--- src/sv/bmp_pixel_row_unpacker_defines.svh ---
// ---------------------------------------------------------------------------
// bmp_pixel_row_unpacker_defines
// assertion macros shared by the pixel row unpacker
// ---------------------------------------------------------------------------
`ifndef BMP_PIXEL_ROW_UNPACKER_DEFINES_SVH
`define BMP_PIXEL_ROW_UNPACKER_DEFINES_SVH

// same-cycle implication, checked out of reset
`define BPRU_ASSERT_IMPL(label, clk, rstn, ante, cons) \
    label: assert property (@(posedge clk) disable iff (!(rstn)) (ante) |-> (cons)) \
        else $error("bpru assertion failed");

// next-cycle implication, checked out of reset
`define BPRU_ASSERT_NEXT(label, clk, rstn, ante, cons) \
    label: assert property (@(posedge clk) disable iff (!(rstn)) (ante) |=> (cons)) \
        else $error("bpru assertion failed");

`endif

--- src/sv/bpru_pkg.sv ---
// ---------------------------------------------------------------------------
// bpru_pkg
// types, constants and helpers for the bmp pixel row unpacker
// ---------------------------------------------------------------------------
package bpru_pkg;

    localparam int MAX_WIDTH   = 4096;
    localparam int MAX_HEIGHT  = 4096;

    localparam int DIM_W       = 13;
    localparam int COORD_W     = 12;
    localparam int LINE_W      = 15;
    localparam int VALUE_W     = 32;
    localparam int KEY_W       = 24;
    localparam int CFG_IDX_W   = 3;
    localparam int CFG_DATA_W  = 24;

    localparam int QUEUE_DEPTH = 4;
    localparam int Q_PTR_W     = $clog2(QUEUE_DEPTH);
    localparam int Q_CNT_W     = $clog2(QUEUE_DEPTH + 1);

    localparam logic [DIM_W-1:0] MAX_WIDTH_DIM  = DIM_W'(MAX_WIDTH);
    localparam logic [DIM_W-1:0] MAX_HEIGHT_DIM = DIM_W'(MAX_HEIGHT);

    // pixel depth modes
    localparam logic [1:0] MODE_4BPP  = 2'd0;
    localparam logic [1:0] MODE_8BPP  = 2'd1;
    localparam logic [1:0] MODE_24BPP = 2'd2;
    localparam logic [1:0] MODE_32BPP = 2'd3;

    // register indexes
    localparam logic [CFG_IDX_W-1:0] REG_DEPTH_MODE      = 3'd0;
    localparam logic [CFG_IDX_W-1:0] REG_IMAGE_WIDTH     = 3'd1;
    localparam logic [CFG_IDX_W-1:0] REG_IMAGE_HEIGHT    = 3'd2;
    localparam logic [CFG_IDX_W-1:0] REG_BOTTOM_UP       = 3'd3;
    localparam logic [CFG_IDX_W-1:0] REG_TRANSPARENT_KEY = 3'd4;

    typedef struct packed {
        logic [1:0]       depth_mode;
        logic [DIM_W-1:0] width;
        logic [DIM_W-1:0] height;
        logic             bottom_up;
        logic [KEY_W-1:0] key;
    } cfg_t;

    typedef struct packed {
        logic [COORD_W-1:0] row;
        logic [COORD_W-1:0] col;
        logic [VALUE_W-1:0] value;
        logic               last;
        logic               done;
    } pix_t;

    typedef struct packed {
        logic [1:0] valid;
        pix_t       p1;
        pix_t       p0;
    } pix_pair_t;

    function automatic logic [DIM_W-1:0] clamp_dim(input logic [DIM_W-1:0] v,
                                                   input logic [DIM_W-1:0] maxv);
        logic [DIM_W-1:0] r;
        if (v == '0) begin
            r = DIM_W'(1);
        end else if (v > maxv) begin
            r = maxv;
        end else begin
            r = v;
        end
        return r;
    endfunction

endpackage

--- src/sv/bpru_decode.sv ---
// ---------------------------------------------------------------------------
// bpru_decode
// row/column/pixel counters and the per-byte decode into up to two pixels
// ---------------------------------------------------------------------------
module bpru_decode (
    input  logic                aclk,
    input  logic                aresetn,
    input  bpru_pkg::cfg_t      cfg,
    input  logic                clear,
    input  logic                step,
    input  logic [7:0]          data_byte,
    output bpru_pkg::pix_pair_t pix
);

    logic [1:0]                     byte_in_pixel_reg, byte_in_pixel_next;
    logic [bpru_pkg::KEY_W-1:0]     pixel_assembly_reg, pixel_assembly_next;
    logic [bpru_pkg::COORD_W-1:0]   column_count_reg, column_count_next;
    logic [bpru_pkg::COORD_W-1:0]   row_count_reg, row_count_next;
    logic [bpru_pkg::LINE_W-1:0]    byte_in_line_reg, byte_in_line_next;

    logic [bpru_pkg::DIM_W-1:0]     w, h;
    logic [bpru_pkg::COORD_W-1:0]   w_m1, h_m1;
    logic [bpru_pkg::LINE_W-1:0]    w_ext, w3, words, line_bytes, data_bytes, bil_p1;
    logic [bpru_pkg::COORD_W-1:0]   row_cur, row_out;
    logic [bpru_pkg::DIM_W-1:0]     row_p1, col_p1;
    logic                           done_row, in_data, two;
    logic [1:0]                     last_idx;
    logic [bpru_pkg::KEY_W-1:0]     rgb;

    always_comb begin
        w     = bpru_pkg::clamp_dim(cfg.width, bpru_pkg::MAX_WIDTH_DIM);
        h     = bpru_pkg::clamp_dim(cfg.height, bpru_pkg::MAX_HEIGHT_DIM);
        w_m1  = bpru_pkg::COORD_W'(w - bpru_pkg::DIM_W'(1));
        h_m1  = bpru_pkg::COORD_W'(h - bpru_pkg::DIM_W'(1));
        w_ext = bpru_pkg::LINE_W'(w);
        w3    = {w_ext[bpru_pkg::LINE_W-2:0], 1'b0} + w_ext;

        // 32-bit words per stored row, then bytes of pixel data per row
        case (cfg.depth_mode)
            bpru_pkg::MODE_4BPP: begin
                words      = (w_ext + 15'd7) >> 3;
                data_bytes = (w_ext + 15'd1) >> 1;
            end
            bpru_pkg::MODE_8BPP: begin
                words      = (w_ext + 15'd3) >> 2;
                data_bytes = w_ext;
            end
            bpru_pkg::MODE_24BPP: begin
                words      = (w3 + 15'd3) >> 2;
                data_bytes = w3;
            end
            default: begin
                words      = w_ext;
                data_bytes = {w_ext[bpru_pkg::LINE_W-3:0], 2'b00};
            end
        endcase
        line_bytes = {words[bpru_pkg::LINE_W-3:0], 2'b00};
    end

    always_comb begin
        row_cur  = ({1'b0, row_count_reg} >= h) ? '0 : row_count_reg;
        row_out  = cfg.bottom_up ? (h_m1 - row_cur) : row_cur;
        done_row = (row_cur == h_m1);
        in_data  = (byte_in_line_reg < data_bytes);
        col_p1   = bpru_pkg::DIM_W'(column_count_reg) + bpru_pkg::DIM_W'(1);
        two      = (col_p1 < w);
        last_idx = (cfg.depth_mode == bpru_pkg::MODE_24BPP) ? 2'd2 : 2'd3;
        rgb      = {data_byte, pixel_assembly_reg[15:0]};
        bil_p1   = byte_in_line_reg + 15'd1;
        row_p1   = bpru_pkg::DIM_W'(row_cur) + bpru_pkg::DIM_W'(1);

        pix                 = '0;
        pix.p0.row          = row_out;
        pix.p0.col          = column_count_reg;
        pix.p0.last         = 1'b1;
        pix.p0.done         = done_row && (column_count_reg == w_m1);
        pix.p1.row          = row_out;
        pix.p1.col          = col_p1[bpru_pkg::COORD_W-1:0];
        pix.p1.last         = 1'b1;
        pix.p1.done         = done_row && (col_p1[bpru_pkg::COORD_W-1:0] == w_m1);

        byte_in_pixel_next  = byte_in_pixel_reg;
        pixel_assembly_next = pixel_assembly_reg;
        column_count_next   = column_count_reg;
        row_count_next      = row_cur;
        byte_in_line_next   = bil_p1;

        if (in_data) begin
            case (cfg.depth_mode)
                bpru_pkg::MODE_4BPP: begin
                    // high nibble first, low nibble only if the row has room
                    pix.valid      = {two, 1'b1};
                    pix.p0.value   = {28'd0, data_byte[7:4]};
                    pix.p0.last    = !two;
                    pix.p0.done    = !two && done_row && (column_count_reg == w_m1);
                    pix.p1.value   = {28'd0, data_byte[3:0]};
                    column_count_next = two ? (column_count_reg + 12'd2)
                                            : (column_count_reg + 12'd1);
                end
                bpru_pkg::MODE_8BPP: begin
                    pix.valid         = 2'b01;
                    pix.p0.value      = {24'd0, data_byte};
                    column_count_next = column_count_reg + 12'd1;
                end
                default: begin
                    if (byte_in_pixel_reg < last_idx) begin
                        case (byte_in_pixel_reg)
                            2'd0:    pixel_assembly_next[7:0]   = data_byte;
                            2'd1:    pixel_assembly_next[15:8]  = data_byte;
                            default: pixel_assembly_next[23:16] = data_byte;
                        endcase
                        byte_in_pixel_next = byte_in_pixel_reg + 2'd1;
                    end else begin
                        pix.valid = 2'b01;
                        if (cfg.depth_mode == bpru_pkg::MODE_24BPP) begin
                            pix.p0.value = (rgb == cfg.key) ? '0 : {8'hFF, rgb};
                        end else begin
                            pix.p0.value = {data_byte, pixel_assembly_reg};
                        end
                        column_count_next   = column_count_reg + 12'd1;
                        byte_in_pixel_next  = '0;
                        pixel_assembly_next = '0;
                    end
                end
            endcase
        end

        // end of stored row, padding included
        if (bil_p1 >= line_bytes) begin
            byte_in_line_next   = '0;
            column_count_next   = '0;
            byte_in_pixel_next  = '0;
            pixel_assembly_next = '0;
            row_count_next      = (row_p1 >= h) ? '0 : row_p1[bpru_pkg::COORD_W-1:0];
        end
    end

    always_ff @(posedge aclk) begin
        if (!aresetn || clear) begin
            byte_in_pixel_reg  <= '0;
            pixel_assembly_reg <= '0;
            column_count_reg   <= '0;
            row_count_reg      <= '0;
            byte_in_line_reg   <= '0;
        end else if (step) begin
            byte_in_pixel_reg  <= byte_in_pixel_next;
            pixel_assembly_reg <= pixel_assembly_next;
            column_count_reg   <= column_count_next;
            row_count_reg      <= row_count_next;
            byte_in_line_reg   <= byte_in_line_next;
        end
    end

endmodule

--- src/sv/bmp_pixel_row_unpacker.sv ---
// ---------------------------------------------------------------------------
// bmp_pixel_row_unpacker
// unpacks an uncompressed bmp pixel array byte stream into pixels with
// destination row and column (4/8/24/32 bpp, padding drop, row flip)
// ---------------------------------------------------------------------------
//  channel   handshake           payload
//  s_        s_valid / s_ready   s_data_byte
//  m_        m_valid / m_ready   m_out_row, m_out_column, m_pixel_value,
//                                m_last_of_byte, m_image_done
//  cfg_      cfg_we              cfg_index, cfg_wdata
//
// a byte goes into an input register, is decoded from there and its pixels
// land in a four-entry result queue that feeds the output port. one byte
// per cycle in 8/24/32 bpp while m_ready is high; in 4 bpp a byte can give
// two pixels, so the rate is set by the one-pixel-per-cycle output port
// draining the queue. decode waits while the queue holds more than two
// pixels; m_ready low backs up into s_ready. synchronous active-low reset;
// any register write restarts the image at row 0, column 0.
// ---------------------------------------------------------------------------
`include "bmp_pixel_row_unpacker_defines.svh"

module bmp_pixel_row_unpacker (
    input  logic                              aclk,
    input  logic                              aresetn,

    input  logic                              cfg_we,
    input  logic [bpru_pkg::CFG_IDX_W-1:0]    cfg_index,
    input  logic [bpru_pkg::CFG_DATA_W-1:0]   cfg_wdata,

    input  logic                              s_valid,
    output logic                              s_ready,
    input  logic [7:0]                        s_data_byte,

    output logic                              m_valid,
    input  logic                              m_ready,
    output logic [bpru_pkg::COORD_W-1:0]      m_out_row,
    output logic [bpru_pkg::COORD_W-1:0]      m_out_column,
    output logic [bpru_pkg::VALUE_W-1:0]      m_pixel_value,
    output logic                              m_last_of_byte,
    output logic                              m_image_done
);

    bpru_pkg::cfg_t                   cfg_reg;
    logic                             cfg_clear;

    logic                             in_valid_reg;
    logic [7:0]                       in_byte_reg;
    logic                             take;

    bpru_pkg::pix_pair_t              pix;
    bpru_pkg::pix_t                   q_reg [bpru_pkg::QUEUE_DEPTH];
    logic [bpru_pkg::Q_PTR_W-1:0]     wr_ptr_reg, rd_ptr_reg;
    logic [bpru_pkg::Q_CNT_W-1:0]     count_reg, count_next;
    logic [bpru_pkg::Q_CNT_W-1:0]     push_n;
    logic                             pop;
    bpru_pkg::pix_t                   head;

    // configuration registers
    assign cfg_clear = cfg_we && (cfg_index <= bpru_pkg::REG_TRANSPARENT_KEY);

    always_ff @(posedge aclk) begin
        if (!aresetn) begin
            cfg_reg.depth_mode <= bpru_pkg::MODE_8BPP;
            cfg_reg.width      <= bpru_pkg::DIM_W'(1);
            cfg_reg.height     <= bpru_pkg::DIM_W'(1);
            cfg_reg.bottom_up  <= 1'b1;
            cfg_reg.key        <= '0;
        end else if (cfg_we) begin
            unique case (cfg_index)
                bpru_pkg::REG_DEPTH_MODE:      cfg_reg.depth_mode <= cfg_wdata[1:0];
                bpru_pkg::REG_IMAGE_WIDTH:     cfg_reg.width  <= cfg_wdata[bpru_pkg::DIM_W-1:0];
                bpru_pkg::REG_IMAGE_HEIGHT:    cfg_reg.height <= cfg_wdata[bpru_pkg::DIM_W-1:0];
                bpru_pkg::REG_BOTTOM_UP:       cfg_reg.bottom_up  <= cfg_wdata[0];
                bpru_pkg::REG_TRANSPARENT_KEY: cfg_reg.key <= cfg_wdata[bpru_pkg::KEY_W-1:0];
                default: ;
            endcase
        end
    end

    // input register
    assign take    = in_valid_reg && (count_reg <= bpru_pkg::Q_CNT_W'(2));
    assign s_ready = !in_valid_reg || take;

    always_ff @(posedge aclk) begin
        if (!aresetn) begin
            in_valid_reg <= 1'b0;
        end else if (s_valid && s_ready) begin
            in_valid_reg <= 1'b1;
        end else if (take) begin
            in_valid_reg <= 1'b0;
        end
    end

    always_ff @(posedge aclk) begin
        if (s_valid && s_ready) begin
            in_byte_reg <= s_data_byte;
        end
    end

    bpru_decode u_decode (
        .aclk      (aclk),
        .aresetn   (aresetn),
        .cfg       (cfg_reg),
        .clear     (cfg_clear),
        .step      (take),
        .data_byte (in_byte_reg),
        .pix       (pix)
    );

    // result queue
    assign head   = q_reg[rd_ptr_reg];
    assign pop    = m_valid && m_ready;
    assign push_n = take ? (bpru_pkg::Q_CNT_W'(pix.valid[0]) + bpru_pkg::Q_CNT_W'(pix.valid[1]))
                         : '0;
    assign count_next = count_reg + push_n - bpru_pkg::Q_CNT_W'(pop);

    always_ff @(posedge aclk) begin
        if (take && pix.valid[0]) begin
            q_reg[wr_ptr_reg] <= pix.p0;
        end
        if (take && pix.valid[1]) begin
            q_reg[wr_ptr_reg + bpru_pkg::Q_PTR_W'(1)] <= pix.p1;
        end
    end

    always_ff @(posedge aclk) begin
        if (!aresetn) begin
            wr_ptr_reg <= '0;
            rd_ptr_reg <= '0;
            count_reg  <= '0;
        end else begin
            wr_ptr_reg <= wr_ptr_reg + push_n[bpru_pkg::Q_PTR_W-1:0];
            rd_ptr_reg <= rd_ptr_reg + bpru_pkg::Q_PTR_W'(pop);
            count_reg  <= count_next;
        end
    end

    assign m_valid        = (count_reg != '0);
    assign m_out_row      = head.row;
    assign m_out_column   = head.col;
    assign m_pixel_value  = head.value;
    assign m_last_of_byte = head.last;
    assign m_image_done   = head.done;

    // checks
    `BPRU_ASSERT_IMPL(a_queue_bound, aclk, aresetn, 1'b1,
                      count_reg <= bpru_pkg::Q_CNT_W'(bpru_pkg::QUEUE_DEPTH))
    `BPRU_ASSERT_IMPL(a_pair_only_4bpp, aclk, aresetn, take && pix.valid[1],
                      cfg_reg.depth_mode == bpru_pkg::MODE_4BPP && pix.valid[0])
    `BPRU_ASSERT_IMPL(a_done_is_last, aclk, aresetn, m_valid && m_image_done,
                      m_last_of_byte)
    `BPRU_ASSERT_NEXT(a_stall_holds, aclk, aresetn, m_valid && !m_ready && !cfg_clear,
                      m_valid && $stable(m_pixel_value) && $stable(m_out_column))

endmodule
--- config.mk ---
export PLATFORM = sky130hd
export DESIGN_NAME = bmp_pixel_row_unpacker
export DESIGN_NICKNAME = d
export VERILOG_FILES = /design/src/sv/bpru_pkg.sv /design/src/sv/bpru_decode.sv /design/src/sv/bmp_pixel_row_unpacker.sv
export VERILOG_INCLUDE_DIRS = /design/src /design/src/sv
export SDC_FILE = /design/constraint.sdc
export NUM_CORES = 1
export LEC_CHECK = 0
export BUFFER_PORTS_ARGS = -buffer_cell sky130_fd_sc_hd__buf_2
export CAP_MARGIN = 5
export CORE_MARGIN = 1.5
export CORE_UTILIZATION = 68
export CTS_CLUSTER_SIZE = 30
export DETAILED_ROUTE_END_ITERATION = 8
export GPL_TIMING_DRIVEN = 0
export PLACE_DENSITY = 0.87
export SLEW_MARGIN = 20
export SYNTH_ARGS = -nofsm -noshare
export SYNTH_HDL_FRONTEND = slang
export SYNTH_HIERARCHICAL = 1
export SYNTH_SLANG_ARGS = --single-unit
export TNS_END_PERCENT = 10
--- constraint.sdc ---
create_clock -name aclk -period 19.5 [get_ports aclk]
set_input_delay 1.95 -clock aclk [delete_from_list [all_inputs] [get_ports aclk]]
set_output_delay 1.95 -clock aclk [all_outputs]
set_load 0.005 [all_outputs]
# --- Yosys cells after proc, flatten, opt, wreduce, memory -nomap -nowiden ---
# Memories as Yosys holds them, arrays and structs flattened. A register that Yosys moved wholly into a read port is not among the register bits.
# Cells that the tools add are included.
# Widths: inputs -> output; s select.
word_totals:
  ff_bits: 134
  mem_bits_rw: 232
  inputBits: 40
  output_inout_bits: 60
  word_cells: 146
  n_memories: 1
memory_table:
  columns: ["memory", "depth", "word_bits", "read_ports", "rd_clocked_by_memory_dff", "wr", "line_no", "source"]
  rows:
  - ["q_reg", 4, 58, 1, 1, 2, "bmp_pixel_row_unpacker.sv:51", "bpru_pkg::pix_t q_reg [bpru_pkg::QUEUE_DEPTH];"]
op_classes:
  n_addsub: 20
  order_cmp: 10
  eq_ne: 16
  muxes: 47
  reduce_logical: 35
op_table:
  columns: ["operator", "n"]
  rows:
  - ["$mux 32", 4]
  - ["$mux 12", 8]
  - ["$mux 24", 4]
  - ["$pmux 32 s2", 1]
  - ["$mux 13", 4]
  - ["$pmux 15 s3", 1]
  - ["$pmux 13 s3", 1]
  - ["$eq 12x12->1", 3]
  - ["$mux 34", 1]
  - ["$add 12x1->13 const B", 2]
  - ["$gt 13x13->1 const B", 2]
  - ["$logic_not 13->1", 2]
  - ["$eq 24x24->1", 1]
  - ["$mux 8", 3]
  - ["$pmux 12 s2", 1]
  - ["$sub 12x1->12 const B", 2]
  - ["$mux 2", 8]
  - ["$add 14x13->15", 1]
  - ["$add 15x1->15 const B", 1]
  - ["$add 15x2->15 const B", 1]
  - ["$ge 15x15->1", 1]
  - ["$lt 15x15->1", 1]
  - ["$mux 15", 1]
  - ["$add 13x1->14 const B", 1]
  - ["other kinds (39)", 73]

# --- Logic depth before layout (Yosys ltp) ---
# Gate-level depths: netlist of the first run.
logic_depth:
  ltp_word: 11
  depth_mapped: 34
  ltp_nobuf: 30

# --- By module ---
# Netlist of the first run, hierarchy kept.
by_module_without_submodules:
  columns: ["mod", "instances", "cells_per_inst", "area_per_inst_um2", "seq_area_each_um2"]
  rows:
  - ["bmp_pixel_row_unpacker", 1, 865, 13882.1, 8428.1]
  - ["bpru_decode", 1, 1375, 9880.7, 1301.2]

# --- Worst setup path before layout of the first run ---
# OpenSTA, ideal clock, no wires.
synth_path:
  path_kind: "flip-flop to flip-flop"
  from: "register cfg_reg[50] (netlist name)"
  to: "memory q_reg[2][0] (netlist name), enable pin"
  setup_time_ns: 0.481
  t_arrival_ns: 7.314
  t_required_ns: 19.019
  slack_ns: 11.705
  stages_incl_launch_ff: 27
  path_buffers: 3
  synth_period_minus_slack_ns: 7.795
  cell_sequence: "dfxtp_1 -> buf_2 -> inv_2 -> clkbuf_1 -> nand2_1 -> inv_1 -> ha_1 -> inv_1 -> fa_1 -> nor2b_1 -> o2111ai_1 -> nand4_1 -> a21o_2 -> nand2_1 -> mux4_2 -> ha_1 -> a21o_1 -> a21o_1 -> a21oi_1 -> o21ai_0 -> nor2_1 -> buf_2 -> nand2_1 -> inv_1 -> and3b_1 -> a31oi_1 -> nor2b_1"
synth_lines:
  columns: ["item", "line_no", "source"]
  rows:
  - ["start, declared", "bmp_pixel_row_unpacker.sv:43", "bpru_pkg::cfg_t cfg_reg;"]
  - ["end, declared", "bmp_pixel_row_unpacker.sv:51", null]

==> results of run 1 <==
-- critical path, delay by kind of cell (launching register included) --
family          cells  cell delay, ns
flops               1            0.46
buf+inv             9            1.82
mux                 1            0.51
xor+xnor            2            0.31
simple gates       10            2.55
compound gates      3            1.31
fa+ha+maj           6            1.76
-- Yosys cell counts, drive strengths merged (39+ instances only) --
cell type | n | share of area, %
mux2 | 236 | 11
a21oi | 87 | 1.9
nor3 | 39 | 0.82
buf | 87 | 2.4
o21ai | 117 | 2.5
dfxtp | 126 | 11
clkbuf | 81 | 1.4
nand2 | 234 | 3.7
a21boi | 41 | 1.3
mux4 | 66 | 6.3
xnor2 | 104 | 3.8
edfxtp | 240 | 30
nand3 | 91 | 1.9
xor2 | 45 | 1.7
ha | 120 | 6.3
inv | 70 | 1.1
nor2 | 103 | 1.6
-- logic make-up after synthesis --
kind of cell	count (synthesis)	synth area share (%)
compound gates	391	10.6
xor+xnor	149	5.49
simple gates	654	13.4
flops	366	40.9
mux	315	18.0
other cells	2	0.0316
buf+inv	240	4.98
fa+ha+maj	123	6.57
-- worst min-delay path by stage --
stage	slack (ns)	to	from	depth (start not counted)
floorplan	0.44	u_decode/pixel_assembly_reg[16]	u_decode/pixel_assembly_reg[16]	2
global placement	0.45	cfg_reg[12]	cfg_reg[12]	2
detailed placement	0.46	cfg_reg[18]	cfg_reg[18]	2
CTS	0.47	cfg_reg[18]	cfg_reg[18]	2
global route	0.49	cfg_reg[18]	cfg_reg[18]	2
finish	0.47	cfg_reg[18]	cfg_reg[18]	2
-- stage by stage --
stage                     utilization (%)  instance area, sq um
after floorplan                         -                 23900
after global placement               72.3                 24900
after detailed placement             72.9                 25100
after CTS                            76.6                 26400
after global routing                 76.7                 26400
final                                76.7                 26400
-- final cells by class --
type | instances | area [sq um]
repair buffers | 106 | 666
clock buffers | 59 | 1120
flip-flops and latches | 366 | 9730
fillers | 2131 | 8040
well taps | 455 | 569
clock inverters | 13 | 161
multi-input cells | 1661 | 13000
inverters | 72 | 270
plain buffers | 168 | 913
-- power by group through the flow --
stage | Combinational [uW] | Sequential (uW) | Clock [uW]
final | 526 | 899 | 760
after global routing | 561 | 900 | 783
after CTS | 516 | 898 | 754
after detailed placement | 504 | 912 | 0
after global placement | 476 | 911 | 0
after floorplan | 341 | 903 | 0
-- per-layer routing --
layer  vias up  track usage, %  routed length [um]
met5         -               0                   0
met4         0            24.6                5090
met3       324            8.39                8690
met2      1443            65.2               33800
met1      9508            55.6               28500
li1       8571               -                   -
-- cells in the final DEF, fill, tap and decap left out, types with 45 or more instances in the layout --
cell	count
edfxtp_1	240
nand2_1	233
mux2_2	196
buf_2	136
dfxtp_1	126
ha_1	120
o21ai_0	114
xnor2_1	104
nor2_1	100
clkbuf_1	92
nand3_1	91
a21oi_1	86
inv_1	69
mux4_2	66
xor2_1	45
==> results by group, run 1 <==
CTS
  • Hold-fix buffers, CTS: 0
  • # Post-CTS Setup Buffers: 0
  • Root Buffer Master: clkbuf_16
  • CTS buffer count: 39
  • CTS Sinks: 366
  • CTS HTree Levels: 2
  • Clock Latency Late Sink: 0.55 ns
  • CTS clk-pin slew, worst paths: 0.06 ns
  • CTS tree: yes
  • Clock Path Buffers: 3
  • CTS resizes: 0

Final layout
  • Area grow syn2layout: 11.2%
  • Share of post-route cells with drive strength above 1: 22.4%
  • Antenna cells: 0
  • Largest register FFs: 232
  • Fin nets: 2577
  • Finished Layout Cells: 2900

Power and ir drop
  • Seq pwr share: 41.1%
  • Sw Share: 28.9%
  • Gate power share: 24.1%
  • Worst VDD drop: 79.9 uV
  • Static leakage: 0.0102 uW
  • Pwr Total: 2190 uW
  • Clk network pwr share: 34.8%
  • Int Power: 1550 uW
  • Pwr per Cell Area: 82.7 mW/mm^2
  • Net Switching: 632 uW

Synthesis
  • Register bit count reported by yosys: 366
  • Warnings, synthesis: 6
  • Seq/Total Area, Yosys: 40.9%
  • Ys flop type: edfxtp_1
  • Async set-or-reset flop fraction in the synthesized netlist: 0%
  • Synth Instances: 2240
  • Post-synth EDFFs: 240
  • Synthesized area per cell: 10.6 sq um
  • Unique masters post-synth: 88
  • Post-Syn Area: 0.0238 sq mm

Routing
  • First drt pass iteration count: 6
  • # DRC: 0
  • Routed Antenna Nets: 0
  • Detailed Route Iter0 Violations: 2325
  • Vias per inst: 6.84
  • Routed wire length per instance: 26.2 um
  • Drt total wl: 76000 um
  • Vias: 19800

Setup path
  • Largest stage delay on the critical path: 0.70 ns
  • Critical path launch point type: flop
  • CP endpoint: count_reg[2]
  • CP dominant cell by count: ha_1
  • Slowest-stage cell, CP: a311oi_2
  • Critical Path RT: 19.95 ns
  • R2R depth: 31
  • CP Max Fanout: 10
  • RR Startpoint: cfg_reg[50]
  • CP endpoint kind: flop
  • Reg-to-reg critical path endpoint: count_reg[2]
  • Reg-to-reg setup timing slack: 10.69 ns
  • Crit. Startpoint: cfg_reg[50]
  • Arrival @ worst endpoint: 9.26 ns
  • WS Path Type: flop to flop

Timing
  • # setup viols final: 0
  • Least-Margin Pin Slew: 1.02 ns
  • Minimum clock period: 8.81 ns
  • Period utilization: 45.2%
  • Final worst slack: 10.69 ns
  • Final hold slack: 0.466 ns
  • Clock Skew: 0.0199 ns
  • Fin. max-slew vios: 0
  • Unrepaired setup endpoints after global routing: false
  • Relative slew slack: 31.5%
  • FMAX: 114 MHz
  • TNS Setup: 0 ns
  • Final Hold Viols: 0

Job
  • Maximum capacitance violations: 0

Die
  • Initial Utilization: 69.0%
  • Core area: 0.0345 sq mm
  • I/O pins: 100
  • Rows: 68
  • Die H: 190 um
  • Die Width: 190 um
  • Die ar.: 0.0361 sq mm

GRT
  • Number of global-route vias before repair: 19400
  • Largest net degree at the start of global routing: 34
  • Global-route wire length before repair: 116000 um
  • Antenna violations before repair: 0
  • Gr usage total: 42.3%
  • GR Overflow Total: 0

Run status
  • Outcome: finished clean

Placed design
  • Gpl congestion: 0.988
  • Post-DP HPWL: 53700 um
  • Port bufs: 99
  • DP Worst Slack: 11.16 ns
  • Cell Count Post-Placement: 2828

Hold path
  • Hold WC Path Type: flop to flop
No activity file was read; power rests on OpenSTA's default activity.
==> run 2: changes to the inputs <==
ABC_AREA = 1   (was default)
CORE_UTILIZATION = 63   (was 68)
PLACE_DENSITY = 0.81   (was 0.87)
clock period = 8.55 ns   (was 19.5 ns; I/O delays follow)
==> results by group, run 2 <==
CTS
  • CTS tree: yes
  • Hold-fix buffers, CTS: 0
  • CTS resizes: 0
  • Clock Latency Late Sink: 0.57 ns
  • # Post-CTS Setup Buffers: 0
  • Clock Path Buffers: 3
  • CTS clk-pin slew, worst paths: 0.06 ns
  • CTS Sinks: 366
  • Root Buffer Master: clkbuf_16
  • CTS HTree Levels: 2
  • CTS buffer count: 39

Synthesis
  • Synthesized area per cell: 7.57 sq um
  • Seq/Total Area, Yosys: 40.4%
  • Xor/xnor share of the synthesized area: 3.23%
  • Simple-Gate Fraction of Synth Area: 22.7%
  • Most numerous cell in the Yosys netlist: nand2_1
  • Post-synth EDFFs: 240
  • Unique masters post-synth: 61
  • Largest family of logic cells by synthesized area: simple AND/OR/NAND/NOR gates
  • Post-synthesis mux area share: 0%
  • Async set-or-reset flop fraction in the synthesized netlist: 0%
  • Ranking of synthesized cells by area: edfxtp_1, dfxtp_1, nand2_1, o21ai_0, nor2_1
  • Most frequent cells after synthesis: nand2_1, nor2_1, o21ai_0
  • Post-Syn Area: 0.0241 sq mm
  • Post-Synth Adder-Cell Area: 6.48%
  • Synth Area in Compound Gates: 17.9%
  • Post-synth top area cell: edfxtp_1
  • Register bit count reported by yosys: 366
  • Ys flop type: edfxtp_1
  • Warnings, synthesis: 6
  • Synth top area share: 29.9%
  • Synth Instances: 3184

Final layout
  • # fillers: 3102
  • Area grow syn2layout: 10.9%
  • Final Util: 70.9%
  • Fin nets: 3518
  • Most frequent cells in the layout: nand2_1, nor2_1, o21ai_0
  • Most common cell after layout, fill and taps aside: nand2_1
  • Antenna cells: 0
  • Largest register FFs: 232
  • Share of post-route cells with drive strength above 1: 9.55%

Power and ir drop
  • Static leakage: 0.0107 uW
  • Worst VDD drop: 192 uV
  • Pwr per Cell Area: 212 mW/mm^2

Placed design
  • Post-DP HPWL: 60600 um
  • DP Worst Slack: 1.27 ns
  • Port bufs: 99
  • Gpl congestion: 0.985

Setup path
  • CP Max Fanout: 36
  • Arrival @ worst endpoint: 7.81 ns
  • Critical Path RT: 8.79 ns
  • Reg-to-reg critical path endpoint: q_reg[0][44]
  • WS Path Type: flop to flop
  • Slowest-stage cell, CP: a2111oi_4
  • R2R depth: 28
  • RR Startpoint: cfg_reg[48]
  • CP endpoint kind: flop
  • Reg-to-reg setup timing slack: 0.98 ns
  • Critical path launch point type: flop
  • Largest stage delay on the critical path: 0.55 ns

GRT
  • Antenna violations before repair: 2
  • Largest net degree at the start of global routing: 42
  • Global-route wire length before repair: 123000 um
  • GR Overflow Total: 0
  • Number of global-route vias before repair: 22200
  • Gr usage total: 41.0%

Timing
  • Least-Margin Pin Slew: 1.22 ns
  • Relative slew slack: 17.7%
  • FMAX: 132 MHz
  • Final worst slack: 0.981 ns
  • Clock Skew: 0.0200 ns
  • Unrepaired setup endpoints after global routing: false
  • TNS Setup: 0 ns
  • Final Hold Viols: 0
  • Period utilization: 88.5%
  • Fin. max-slew vios: 0
  • Final hold slack: 0.454 ns
  • # setup viols final: 0
  • Minimum clock period: 7.57 ns

Run status
  • Violated checks: DRC
  • Outcome: finished, violations left

Die
  • Initial Utilization: 64.0%
  • I/O pins: 100
  • Die ar.: 0.0394 sq mm
  • Die Width: 199 um
  • Die H: 199 um
  • Core area: 0.0377 sq mm
  • Rows: 71

Routing
  • Vias: 23800
  • First drt pass iteration count: 9
  • Detailed Route Iter0 Violations: 2948
  • Routed Antenna Nets: 0
  • Vias per inst: 6.11
  • Routed wire length per instance: 21.1 um
  • Drt total wl: 82300 um
  • # DRC: 1

Job
  • Maximum capacitance violations: 0

Hold path
  • Hold Path Sink: cfg_reg[52]
  • Hold wc startpoint: cfg_reg[52]
  • Hold-critical path depth: 2
  • Hold WC Path Type: flop to flop
## run 2: power breakdown
part | internal (uW) | switching [uW]
combinational | 619 | 1260
clock | 958 | 721
sequential | 2030 | 67.0
total | 3610 | 2050
## run 2: worst max-delay path by stage
stage	from	end	cells after the start
after floorplan	cfg_reg[42]	q_reg[0][0]	30
after global routing	cfg_reg[48]	count_reg[2]	32
after detailed placement	cfg_reg[48]	count_reg[2]	32
final	cfg_reg[48]	q_reg[0][44]	28
after CTS	cfg_reg[48]	count_reg[2]	32
after global placement	cfg_reg[48]	q_reg[0][42]	27
## run 2: worst max-delay path: cells and delay by family, from the launching register on
kind	cells	cell delay [ns]
buf+inv	7	1.78
compound gates	7	1.74
xor+xnor	1	0.41
fa+ha+maj	2	0.62
simple gates	11	2.25
flops	1	0.38
## run 2: cell families (layout without fill, tap and decap cells)
group | count (synthesis) | after routing
AOI/OAI and AO/OA | 805 | 805
xor gates and xnor gates | 89 | 89
adders and majority gates | 123 | 123
buffers and inverters | 499 | 670
DFF | 366 | 366
other | 2 | 29
and+or+nand+nor | 1300 | 1300
## run 2: routing by layer
metal  part of all wire [%]  vias up  routed length [um]  global-route usage, %
met5                      0        -                   0                      0
met4                    4.3        0                3570                   18.7
met3                     12      237                9980                   7.61
met2                     45     1544               37300                   66.0
met1                     38    11000               31400                   53.8
li1                       -    11000                   -                      -
## run 2: layout make-up
type / instances / area [sq um] / share of cell area, %
multi-input combinational: 2346 / 12300 / 46.0
sequential: 366 / 9730 / 36.4
inverter: 303 / 1140 / 4.26
clock buffer: 54 / 1090 / 4.09
buffer: 196 / 1090 / 4.07
tap: 511 / 639 / 2.39
timing repair buffer: 103 / 591 / 2.21
clock inverter: 14 / 141 / 0.529
## run 2: per-stage QoR
step / cell area, sq um / power, uW / std cells
final: 26700 / 5660 / 3893
after global routing: 26700 / 5880 / 3893
after CTS: 26700 / 5590 / 3893
after detailed placement: 25500 / 3930 / 3825
after global placement: 25300 / 3860 / 3821
after floorplan: 24200 / 3270 / 3211
